===== src/hw/rtl/jci_pkg.sv =====
`default_nettype none

package jci_pkg;

  localparam int OPCODE_W = 3;
  localparam int ERR_W = 3;
  localparam int MASK_W = 5;
  localparam int CHAN_W = 3;
  localparam int HEAD_BYTES = 4;
  localparam int ACCESSORY_EXTRA = 34;
  localparam int CRC_FIRST = 3;
  localparam int CRC_LAST = 34;
  localparam int CRC_SPAN = CRC_LAST - CRC_FIRST + 1;
  localparam int CRC_IDX_W = $clog2(CRC_SPAN);

  localparam logic [7:0] CRC_POLY = 8'h85;
  localparam logic [7:0] CMD_INFO = 8'h00;
  localparam logic [7:0] CMD_STATE = 8'h01;
  localparam logic [7:0] CMD_ACCESSORY = 8'h03;
  localparam logic [7:0] INFO_BYTE1 = 8'h05;
  localparam logic [7:0] INFO_STATUS = 8'h02;
  localparam logic [7:0] STATUS_CLOCK = 8'h08;
  localparam logic [7:0] STATUS_PRESENT = 8'h04;
  localparam logic [3:0] NIBBLE_MASK = 4'hF;

  typedef enum logic [OPCODE_W-1:0] {
    OP_WR_CHANNEL = 3'd0,
    OP_WR_NIBBLE  = 3'd1,
    OP_RD_RECEIVE = 3'd2,
    OP_RD_STATUS  = 3'd3,
    OP_RD_CHANNEL = 3'd4,
    OP_RD_ERROR   = 3'd5,
    OP_WR_CONTROL = 3'd6
  } op_t;

  typedef enum logic [ERR_W-1:0] {
    ERR_OK       = 3'd0,
    ERR_CHANNEL  = 3'd1,
    ERR_COMMAND  = 3'd2,
    ERR_NO_DEV   = 3'd3,
    ERR_OVERFLOW = 3'd4
  } err_t;

  typedef logic [7:0] crc_pow_t [CRC_SPAN];

  // a * b mod the crc polynomial
  function automatic logic [7:0] gf_mul(logic [7:0] a, logic [7:0] b);
    logic [7:0] r;
    r = '0;
    for (int i = 7; i >= 0; i--) begin
      r = {r[6:0], 1'b0} ^ (r[7] ? CRC_POLY : 8'h00) ^ (b[i] ? a : 8'h00);
    end
    return r;
  endfunction

  // weight of each crc byte position: x^(8*(CRC_LAST+1-pos)) mod poly
  function automatic crc_pow_t crc_pow_table();
    crc_pow_t t;
    logic [7:0] r;
    r = 8'h01;
    for (int m = 1; m <= CRC_SPAN; m++) begin
      for (int b = 0; b < 8; b++) begin
        r = {r[6:0], 1'b0} ^ (r[7] ? CRC_POLY : 8'h00);
      end
      t[CRC_SPAN - m] = r;
    end
    return t;
  endfunction

  localparam crc_pow_t CRC_POW = crc_pow_table();

endpackage

`default_nettype wire


===== src/hw/rtl/joybus_channel_interface_top.sv =====
// transfers pass one input register and one result register, with a skid for output stalls
// one transfer per cycle unless stalled; the byte store is a memory prefetched at the pointer
// accessory crc is a running sum per byte position, so completion takes the crc from the sum
// reset (rst, synchronous): store empty, pointer zero, command mode, no channel, mask 1
`default_nettype none

module joybus_channel_interface_top #(
  parameter int CHANNEL_COUNT = 5,
  parameter int STORE_BYTES = 64
) (
  input  logic                          clk,
  input  logic                          rst,
  input  logic                          cfg_valid,
  output logic                          cfg_ready,
  input  logic [jci_pkg::MASK_W-1:0]    cfg_data,
  input  logic                          in_valid,
  output logic                          in_stall,
  input  logic [jci_pkg::OPCODE_W-1:0]  opcode,
  input  logic [7:0]                    write_value,
  input  logic [31:0]                   buttons,
  output logic                          out_valid,
  input  logic                          out_stall,
  output logic [7:0]                    read_value,
  output logic [jci_pkg::ERR_W-1:0]     error_code
);
  import jci_pkg::*;

  localparam int PW = $clog2(STORE_BYTES + 1);
  localparam int AW = $clog2(STORE_BYTES);
  localparam int EW = $clog2(STORE_BYTES + ACCESSORY_EXTRA + 2);

  // configuration
  logic [MASK_W-1:0] mask;

  // input register
  logic                iv;
  logic [OPCODE_W-1:0] i_op;
  logic [7:0]          i_wv;
  logic [31:0]         i_bt;

  // port state
  logic [PW-1:0]     ptr, ptr_next;
  logic [EW-1:0]     exp_len, exp_len_next;
  logic              lnn, lnn_next;
  logic              dm, dm_next;
  logic [CHAN_W-1:0] sel, sel_next;
  logic              chosen, chosen_next;
  logic [7:0]        acc, acc_next;
  logic [7:0]        head [HEAD_BYTES];
  logic [7:0]        head_next [HEAD_BYTES];

  // byte store above the head bytes
  logic [7:0]             mem [STORE_BYTES];
  logic [STORE_BYTES-1:0] valid;
  logic                   mem_we;
  logic                   clr;
  logic [AW-1:0]          raddr, waddr;
  logic [7:0]             rd_q, fwd_data;
  logic                   fwd_hit, rd_vld;

  // output register and skid
  logic             ov, sv;
  logic [7:0]       o_rv, s_rv;
  logic [ERR_W-1:0] o_err, s_err;
  logic             advance, out_take;
  logic [7:0]       res_rv;
  err_t             res_err;

  // datapath
  logic [7:0]           cur, cur_mem, upd_val, contrib, byte_val, cmd;
  logic [3:0]           nib;
  logic [CHAN_W-1:0]    ch_val;
  logic                 pos_ok, present, in_crc;
  logic [CRC_IDX_W-1:0] crc_idx;
  logic [7:0]           mask_ext;

  assign cfg_ready = 1'b1;

  always_ff @(posedge clk) begin
    if (rst) begin
      mask <= MASK_W'(1);
    end else if (cfg_valid && cfg_ready) begin
      mask <= cfg_data;
    end
  end

  // handshake
  assign advance  = iv && !sv;
  assign out_take = !ov || !out_stall;
  assign in_stall = iv && sv;

  always_ff @(posedge clk) begin
    if (rst) begin
      iv <= 1'b0;
      ov <= 1'b0;
      sv <= 1'b0;
    end else begin
      if (in_valid && !in_stall) begin
        iv <= 1'b1;
      end else if (advance) begin
        iv <= 1'b0;
      end
      if (out_take) begin
        ov <= sv || advance;
        sv <= 1'b0;
      end else if (advance) begin
        sv <= 1'b1;
      end
    end
  end

  always_ff @(posedge clk) begin
    if (in_valid && !in_stall) begin
      i_op <= opcode;
      i_wv <= write_value;
      i_bt <= buttons;
    end
    if (out_take) begin
      o_rv  <= sv ? s_rv : res_rv;
      o_err <= sv ? s_err : res_err;
    end else if (advance) begin
      s_rv  <= res_rv;
      s_err <= res_err;
    end
  end

  assign out_valid  = ov;
  assign read_value = o_rv;
  assign error_code = o_err;

  // current byte at the pointer
  assign cur_mem = fwd_hit ? fwd_data : rd_q;
  assign cur = (ptr < PW'(HEAD_BYTES)) ? head[ptr[1:0]] : (rd_vld ? cur_mem : 8'h00);

  assign nib     = i_wv[3:0] & NIBBLE_MASK;
  assign ch_val  = i_wv[CHAN_W-1:0];
  assign pos_ok  = ptr < PW'(STORE_BYTES);
  assign byte_val = cur | {4'h0, nib};
  assign upd_val = lnn ? byte_val : {nib, 4'h0};
  assign cmd     = (ptr == '0) ? byte_val : head[0];

  assign mask_ext = 8'(mask);
  assign present  = chosen && mask_ext[sel];

  // crc weight of the change made at the pointer
  assign in_crc  = (ptr >= PW'(CRC_FIRST)) && (ptr <= PW'(CRC_LAST));
  assign crc_idx = CRC_IDX_W'(ptr - PW'(CRC_FIRST));
  assign contrib = in_crc ? gf_mul(cur ^ upd_val, CRC_POW[crc_idx]) : 8'h00;

  always_comb begin
    ptr_next     = ptr;
    exp_len_next = exp_len;
    lnn_next     = lnn;
    dm_next      = dm;
    sel_next     = sel;
    chosen_next  = chosen;
    acc_next     = acc;
    head_next    = head;
    mem_we       = 1'b0;
    clr          = 1'b0;
    res_rv       = 8'h00;
    res_err      = ERR_OK;
    if (advance) begin
      unique case (op_t'(i_op))
        OP_WR_CHANNEL: begin
          if (i_wv >= 8'(CHANNEL_COUNT)) begin
            res_err = ERR_CHANNEL;
          end else begin
            sel_next     = ch_val;
            chosen_next  = 1'b1;
            clr          = 1'b1;
            dm_next      = 1'b0;
            head_next[0] = 8'h00;
            head_next[1] = 8'h00;
            head_next[2] = 8'h00;
            head_next[3] = 8'h00;
            acc_next     = 8'h00;
          end
        end
        OP_WR_NIBBLE: begin
          if (!pos_ok) begin
            res_err = ERR_OVERFLOW;
          end else if (!lnn) begin
            if (ptr < PW'(HEAD_BYTES)) begin
              head_next[ptr[1:0]] = upd_val;
            end else begin
              mem_we = 1'b1;
            end
            acc_next = acc ^ contrib;
            lnn_next = 1'b1;
          end else if (!dm) begin
            priority if (cmd == CMD_INFO || cmd == CMD_STATE) begin
              if (!present) begin
                res_err = ERR_NO_DEV;
              end else begin
                clr      = 1'b1;
                lnn_next = 1'b0;
                if (cmd == CMD_INFO) begin
                  head_next[0] = CMD_INFO;
                  head_next[1] = INFO_BYTE1;
                  head_next[2] = INFO_STATUS;
                  head_next[3] = 8'h00;
                  acc_next     = 8'h00;
                end else begin
                  head_next[0] = i_bt[7:0];
                  head_next[1] = i_bt[15:8];
                  head_next[2] = i_bt[23:16];
                  head_next[3] = i_bt[31:24];
                  acc_next     = gf_mul(i_bt[31:24], CRC_POW[0]);
                end
              end
            end else if (cmd == CMD_ACCESSORY) begin
              if (ptr < PW'(HEAD_BYTES)) begin
                head_next[ptr[1:0]] = upd_val;
              end else begin
                mem_we = 1'b1;
              end
              acc_next     = acc ^ contrib;
              ptr_next     = ptr + PW'(1);
              exp_len_next = EW'(ptr) + EW'(ACCESSORY_EXTRA + 1);
              dm_next      = 1'b1;
              lnn_next     = 1'b0;
            end else begin
              res_err = ERR_COMMAND;
            end
          end else if (EW'(ptr) + EW'(1) == exp_len) begin
            priority if (head[0] != CMD_ACCESSORY) begin
              res_err = ERR_COMMAND;
            end else if (!present) begin
              res_err = ERR_NO_DEV;
            end else begin
              clr          = 1'b1;
              head_next[0] = acc ^ contrib;
              head_next[1] = 8'h00;
              head_next[2] = 8'h00;
              head_next[3] = 8'h00;
              acc_next     = 8'h00;
              dm_next      = 1'b0;
              lnn_next     = 1'b0;
            end
          end else begin
            if (ptr < PW'(HEAD_BYTES)) begin
              head_next[ptr[1:0]] = upd_val;
            end else begin
              mem_we = 1'b1;
            end
            acc_next = acc ^ contrib;
            ptr_next = ptr + PW'(1);
            lnn_next = 1'b0;
          end
        end
        OP_RD_RECEIVE: begin
          if (!pos_ok) begin
            res_err = ERR_OVERFLOW;
          end else if (!lnn) begin
            res_rv   = {4'h0, cur[7:4]};
            lnn_next = 1'b1;
          end else begin
            res_rv   = {4'h0, cur[3:0]};
            ptr_next = ptr + PW'(1);
            lnn_next = 1'b0;
          end
        end
        OP_RD_STATUS: begin
          res_rv = STATUS_CLOCK | (present ? STATUS_PRESENT : 8'h00);
        end
        OP_RD_CHANNEL: begin
          res_rv = 8'(sel);
        end
        OP_RD_ERROR, OP_WR_CONTROL: begin
          res_rv = 8'h00;
        end
        default: begin
          res_rv = 8'h00;
        end
      endcase
      if (clr) begin
        ptr_next     = '0;
        exp_len_next = '0;
      end
    end
  end

  always_ff @(posedge clk) begin
    if (rst) begin
      ptr     <= '0;
      exp_len <= '0;
      lnn     <= 1'b0;
      dm      <= 1'b0;
      sel     <= '0;
      chosen  <= 1'b0;
      acc     <= 8'h00;
      for (int i = 0; i < HEAD_BYTES; i++) begin
        head[i] <= 8'h00;
      end
    end else begin
      ptr     <= ptr_next;
      exp_len <= exp_len_next;
      lnn     <= lnn_next;
      dm      <= dm_next;
      sel     <= sel_next;
      chosen  <= chosen_next;
      acc     <= acc_next;
      head    <= head_next;
    end
  end

  // store memory, read prefetched at the next pointer
  assign raddr = ptr_next[AW-1:0];
  assign waddr = ptr[AW-1:0];

  always_ff @(posedge clk) begin
    if (mem_we) begin
      mem[waddr] <= upd_val;
    end
    rd_q     <= mem[raddr];
    fwd_data <= upd_val;
  end

  always_ff @(posedge clk) begin
    if (rst) begin
      valid   <= '0;
      rd_vld  <= 1'b0;
      fwd_hit <= 1'b0;
    end else begin
      if (clr) begin
        valid <= '0;
      end else if (mem_we) begin
        valid[waddr] <= 1'b1;
      end
      rd_vld  <= !clr && (valid[raddr] || (mem_we && waddr == raddr));
      fwd_hit <= mem_we && waddr == raddr;
    end
  end

`ifndef SYNTH
  a_skid_needs_out: assert property (@(posedge clk) disable iff (rst) sv |-> ov)
    else $error("skid full while output register empty");

  a_stall_needs_item: assert property (@(posedge clk) disable iff (rst) in_stall |-> iv)
    else $error("input stalled with empty input register");

  a_data_mode_ptr: assert property (@(posedge clk) disable iff (rst) dm |-> (ptr != '0))
    else $error("data mode with pointer at zero");

  a_channel_clears: assert property (@(posedge clk) disable iff (rst)
      (advance && i_op == OP_WR_CHANNEL && i_wv < 8'(CHANNEL_COUNT))
      |=> (ptr == '0 && !dm && chosen && acc == 8'h00))
    else $error("channel select did not clear the store");
`endif

endmodule

`default_nettype wire


===== config.mk =====
export PLATFORM = sky130hd
export DESIGN_NAME = joybus_channel_interface_top
export DESIGN_NICKNAME = d
export VERILOG_FILES = /design/src/hw/rtl/jci_pkg.sv /design/src/hw/rtl/joybus_channel_interface_top.sv
export SDC_FILE = /design/constraint.sdc
export NUM_CORES = 1
export LEC_CHECK = 0
export BUFFER_PORTS_ARGS = -buffer_cell sky130_fd_sc_hd__buf_2
export CAP_MARGIN = 5
export CORE_MARGIN = 1.5
export CORE_UTILIZATION = 46
export CTS_CLUSTER_DIAMETER = 150
export CTS_CLUSTER_SIZE = 14
export DETAILED_ROUTE_END_ITERATION = 6
export PLACE_DENSITY = 0.63
export SYNTH_ARGS = -nofsm -noshare
export SYNTH_HDL_FRONTEND = slang
export SYNTH_SLANG_ARGS = --single-unit

===== constraint.sdc =====
create_clock -name clk -period 11.75 [get_ports clk]
set_input_delay 1.7625 -clock clk [delete_from_list [all_inputs] [get_ports clk]]
set_output_delay 1.7625 -clock clk [all_outputs]
set_load 0.05 [all_outputs]

# Word-level counts from Yosys, hierarchy flattened

Memories as Yosys holds them, arrays and structs flattened. A register that Yosys moved wholly into a read port is not among the register bits.
Index checks and enable logic that the tools add are counted.
W data, S select, Z words.

Bits in latches: 0
Register bits: 207
Bits of input ports: 53
Output and inout port bits: 14
Bits in read-only memories: 256
RAM bits: 512
Memories kept: 2

Muxes and demuxes: 142
$lt $le $gt $ge: 12
Add/subtract/negate cells: 3
Equality and inequality tests: 26
Reductions and logical operators: 38
Divide/modulo/power cells: 0
Bitwise operators: 24
$mul: 0
Shift-type cells: 0

Memory list:

| memory          | words | bits a word | read ports | clocked after Yosys merged registers in | wr ports | RTL line                            | RTL |
|---|---|---|---|---|---|---|---|
| mem             | 64    | 8           | 1          | 1                                       | 1        | joybus_channel_interface_top.sv:53  | `logic [7:0] mem [STORE_BYTES];` |
| (no name shown) | 32    | 8           | 1          | 0                                       | 0        | joybus_channel_interface_top.sv:148 | `assign contrib = in_crc ? gf_mul(cur ^ upd_val, CRC_POW[crc_idx]) : 8'h00;` |

Operator list:

| kind                 | number |
|---|---|
| $mux W32             | 12 |
| $mux W8              | 40 |
| $xor A8 B8 Y8        | 18 |
| $mux W7              | 16 |
| $or A64 B64 Y64      | 1 |
| $pmux W32 S2         | 1 |
| $mux W1              | 44 |
| $bwmux W32           | 1 |
| $mux W3              | 7 |
| $ne A5 B5 Y1 const B | 4 |
| $bmux W8 S2          | 1 |
| $demux W8 S2         | 1 |
| $pmux W8 S2          | 1 |
| $lt A6 B7 Y1 const B | 2 |
| $pmux W7 S2          | 1 |
| $reduce_bool A2 Y1   | 7 |
| $mux W4              | 3 |
| $ne A3 B3 Y1 const B | 4 |
| $ne A4 B4 Y1 const B | 3 |
| $pmux W4 S3          | 1 |
| $mux W2              | 5 |
| $logic_and A1 B1 Y1  | 9 |
| $pmux W3 S3          | 1 |
| $reduce_and A9 Y1    | 1 |
| other kinds (45)     | 61 |

# Longest topological paths before layout

Word-level depth: 39
Gate-level depth with buffers: 24

# Worst setup path before layout

OpenSTA, ideal clock, no wires.

Kind: register to register
Start: register ptr[0]
End: register rd_vld
Data required time: 11.630 ns
Data arrival time: 5.377 ns
Cell stages (with the launch flop): 21
Slack: 6.253 ns
Library setup time: 0.120 ns
Cell sequence: dfxtp_1 buf_2 buf_1 clkbuf_1 inv_1 ha_1 clkbuf_1 xnor2_1 o211ai_1 a2111oi_0 o211ai_1 nand2_1 o31ai_1 o41ai_2 and2_1 buf_6 mux2_4 o311ai_2 a211oi_1 or4b_1 o31a_1

Cells in the longest elaborated chain, start to end: 21

RTL lines:

| what                                                  | RTL line                            | RTL |
|---|---|---|
| from (decl)                                           | joybus_channel_interface_top.sv:42  | `logic [PW-1:0] ptr, ptr_next;` |
| from (signal assigned)                                | joybus_channel_interface_top.sv:297 | `ptr <= ptr_next;` |
| branches (longest 20 deep; another with $lt A7 B3 Y1) | -                                   |  |
| $logic_and A1 B1 Y1 (*)                               | joybus_channel_interface_top.sv:331 | `rd_vld <= !clr && (valid[raddr] \|\| (mem_we && waddr == raddr));` |
| to (signal assigned)                                  | joybus_channel_interface_top.sv:331 |  |
| to (decl)                                             | joybus_channel_interface_top.sv:59  | `logic fwd_hit, rd_vld;` |

Every way passes the cells marked *. The select of a mux whose other input is x is not followed.
A chain may end at the register's enable or synchronous reset.

# Worst setup path after layout

Start: register ptr[1]
End: register rd_q[7], read port of mem

Cells in the longest elaborated chain, start to end: 17

RTL lines:

| what                                                  | RTL line                            | RTL |
|---|---|---|
| branches (longest 16 deep; another with $lt A7 B3 Y1) | -                                   |  |
| $mux W6 (*)                                           | joybus_channel_interface_top.sv:163 | `if (advance) begin` |
| to (decl)                                             | joybus_channel_interface_top.sv:58  | `logic [7:0] rd_q, fwd_data;` |

Marks and branches as above.

==> results.sh <==
export IMPL_status="complete, no violations"
export IMPL_place_gp_congestion=0.969
export IMPL_switching_power_mw=1.11
export IMPL_yosysSeqAreaShare=0.619
export IMPL_ys_flop_type="edfxtp_1"
export IMPL_report_final_hold_viol_count=0
export IMPL_drtAntennaViolNets=0
export IMPL_whs_ns=0.463
export IMPL_post_route_period_util=0.719
export IMPL_setup_tns_final_ns=0
export IMPL_startpoint_type="register"
export IMPL_rows=97
export IMPL_drive_gt1_frac=0.109
export IMPL_cts_resized=0
export IMPL_final_common_cell="edfxtp_1"
export IMPL_clock_skew_ns=0.0587
export IMPL_area_delta_synth_final_pct=9.03
export IMPL_ctsHtreeMaxLevel=2
export IMPL_design_area_mm2=0.0354
export IMPL_grt_pass1_vias=20501
export IMPL_synth_area_mm2=0.0325
export IMPL_die_area_mm2=0.0722
export IMPL_synth_seq_cells=719
export IMPL_setup_worst_path_end_class="register"
export IMPL_clkPwrFrac=0.367
export IMPL_cts_root_buf="clkbuf_16"
export IMPL_path_clk_slew_ns=0.08
export IMPL_drt_iter0_drc=2006
export IMPL_hpwl_um=55100
export IMPL_syn_area_per_cell_um2=12.7
export IMPL_fin_nets=2646
export IMPL_clockBufferDepth=3
export IMPL_grt_busiest_layer="met2"
export IMPL_synth_edf_count=569
export IMPL_max_freq_mhz=118
export IMPL_yosysUniqueCellTypes=85
export IMPL_max_cap_viol_count=0
export IMPL_io_buffers=61
export IMPL_global_route_usage_met3=0.0367
export IMPL_via_per_inst=5.91
export IMPL_cp_max_fo=128
export IMPL_clock_latency_ns=0.66
export IMPL_hp_class="register to register"
export IMPL_period_minus_slack_ns=8.45
export IMPL_worstMarginPinSlew_ns=1.26
export IMPL_post_cts_setup_buffers=0
export IMPL_grt_pass1_wl_um=130000
export IMPL_power_density_mw_per_mm2=140
export IMPL_dr_pass1_iters=5
export IMPL_path_class="register to register"
export IMPL_drv_slew=0
export IMPL_track_usage=0.241
export IMPL_drc_errors=0
export IMPL_initial_core_util=0.465
export IMPL_dieHeight_um=269
export IMPL_avgRoutedWirePerCell_um=24.4
export IMPL_grt_max_degree=129
export IMPL_use_met2=0.387
export IMPL_cp_required_ns=12.32
export IMPL_tritoncts="built"
export IMPL_p_int_mw=3.86
export IMPL_rsz0062_at_grt="false"
export IMPL_leakage_nw=13.3
export IMPL_die_w_um=269
export IMPL_maxSlewHeadroom=0.154
export IMPL_ys_warn_count=0
export IMPL_cts_inserted_buffers=57
export IMPL_nFillCells=6100
export IMPL_met1_usage=0.339
export IMPL_ctsHoldBuffers=0
export IMPL_p_sw_frac=0.224
export IMPL_antennaDiodeCount=0
export IMPL_setup_viol=0
export IMPL_antenna_found_initial=2
export IMPL_async_reset_ff_frac=0
export IMPL_final_cell_mix="edfxtp_1 (569), nand2_1 (264), mux2i_1 (225)"
export IMPL_io_pins=67
export IMPL_syn_inst=2551
export IMPL_ir_drop_v=0.000119
export IMPL_placed_cell_area_mm2=0.0337
export IMPL_wl_um=87200
export IMPL_comb_power_share=0.074
export IMPL_seqPwrFrac=0.559
export IMPL_overflow=0
export IMPL_core_mm2=0.0699
export IMPL_clock_sinks=719
export IMPL_via_count=21120
export IMPL_critPathArrivalTime_ns=9.02
[flip-flops by register name, summed over array words and instances (netlist names), 4 cells and up]
signal,cells
exp_len,7
acc,8
rd_q,8
ptr,7
s_rv,4
mem,512
fwd_data,8
i_bt,32
head,32
i_wv,8
mask,5
read_value,4
valid,64
[Yosys cell counts, types with 27 or more instances]
library cell / instances / area [µm²]
nand2_1: 265 / 995
mux2i_1: 225 / 2250
o21a_1: 68 / 510
a21oi_1: 108 / 541
a31oi_1: 49 / 307
nor2_1: 223 / 837
o211ai_1: 27 / 203
mux4_2: 55 / 1240
dfxtp_1: 150 / 3000
o21ai_0: 64 / 320
edfxtp_1: 569 / 17100
and3_1: 37 / 231
nand3_1: 81 / 405
nor3_1: 52 / 260
clkbuf_1: 104 / 390
xnor2_1: 47 / 412
[per-layer routing]
layer | up-vias | part of all wire
met3 | 134 | 0.071
met2 | 824 | 0.47
met5 | - | 0
li1 | 9628 | -
met1 | 10534 | 0.43
met4 | 0 | 0.029
[critical path, cell delays in order (launching register included)]
cell and delay (ns):
dfxtp_1 0.81, buf_4 0.38, ha_1 0.50, inv_1 0.23, ha_1 0.80, xnor2_1 0.11, a2111oi_0 0.73, o211ai_1 0.35
a32oi_1 0.54, nand2_1 0.15, a32oi_1 0.25, buf_4 0.26, and2_4 0.70, buf_12 0.63, mux2i_1 0.17, mux4_2 0.50
a22oi_1 0.70, and4_1 0.29
[power by group through the flow]
stage | clock network, mW | registers, mW | logic (mW)
after floorplan | 0 | 2.83 | 0.272
after detailed placement | 0 | 2.84 | 0.365
final | 1.82 | 2.78 | 0.369
after global placement | 0 | 2.84 | 0.360
after CTS | 1.86 | 2.78 | 0.367
after global routing | 1.95 | 2.78 | 0.393
[cell type report]
class | count | area, µm² | area share
clock inverters | 3 | 45.0 | 0.00127
multi-input cells | 1674 | 11700 | 0.330
well taps | 940 | 1180 | 0.0332
flip-flops and latches | 719 | 20100 | 0.567
clock buffers | 105 | 1630 | 0.0460
repair buffers | 110 | 686 | 0.0194
inverters | 22 | 82.6 | 0.00233
[worst paths after layout]
| check | end | cells after the start | from | slack, ns |
|---|---|---|---|---|
| setup reg to reg | rd_q[7] | 17 | ptr[1] | 3.30 |
| setup / recovery | rd_q[7] | 17 | ptr[1] | 3.30 |
| hold reg to reg | valid[18] | 1 | valid[18] | 0.46 |
| hold / removal | valid[18] | 1 | valid[18] | 0.46 |
[per-stage QoR]
stage / total power [mW] / utilization / cells / setup WS, ns
floorplan: 3.10 / - / 2586 / 6.25
global placement: 3.20 / 0.483 / 3465 / 3.75
detailed placement: 3.20 / 0.483 / 3465 / 3.51
CTS: 5.01 / 0.507 / 3573 / 3.42
global route: 5.12 / 0.507 / 3573 / 2.75
finish: 4.97 / 0.507 / 3573 / 3.30
[logic make-up (layout without fill, tap and decap cells)]
| kind of cell | after synthesis | count (layout) | share of synthesized area |
|---|---|---|---|
| flops | 719 | 719 | 0.619 |
| other cells | 2 | 37 | 0.000231 |
| mux | 296 | 296 | 0.113 |
| simple gates | 793 | 793 | 0.113 |
| compound gates | 457 | 457 | 0.0938 |
| xor+xnor | 82 | 82 | 0.0289 |
| fa+ha+maj | 9 | 9 | 0.00347 |
| buf+inv | 193 | 240 | 0.0286 |
(Power assumes the default switching activity.)
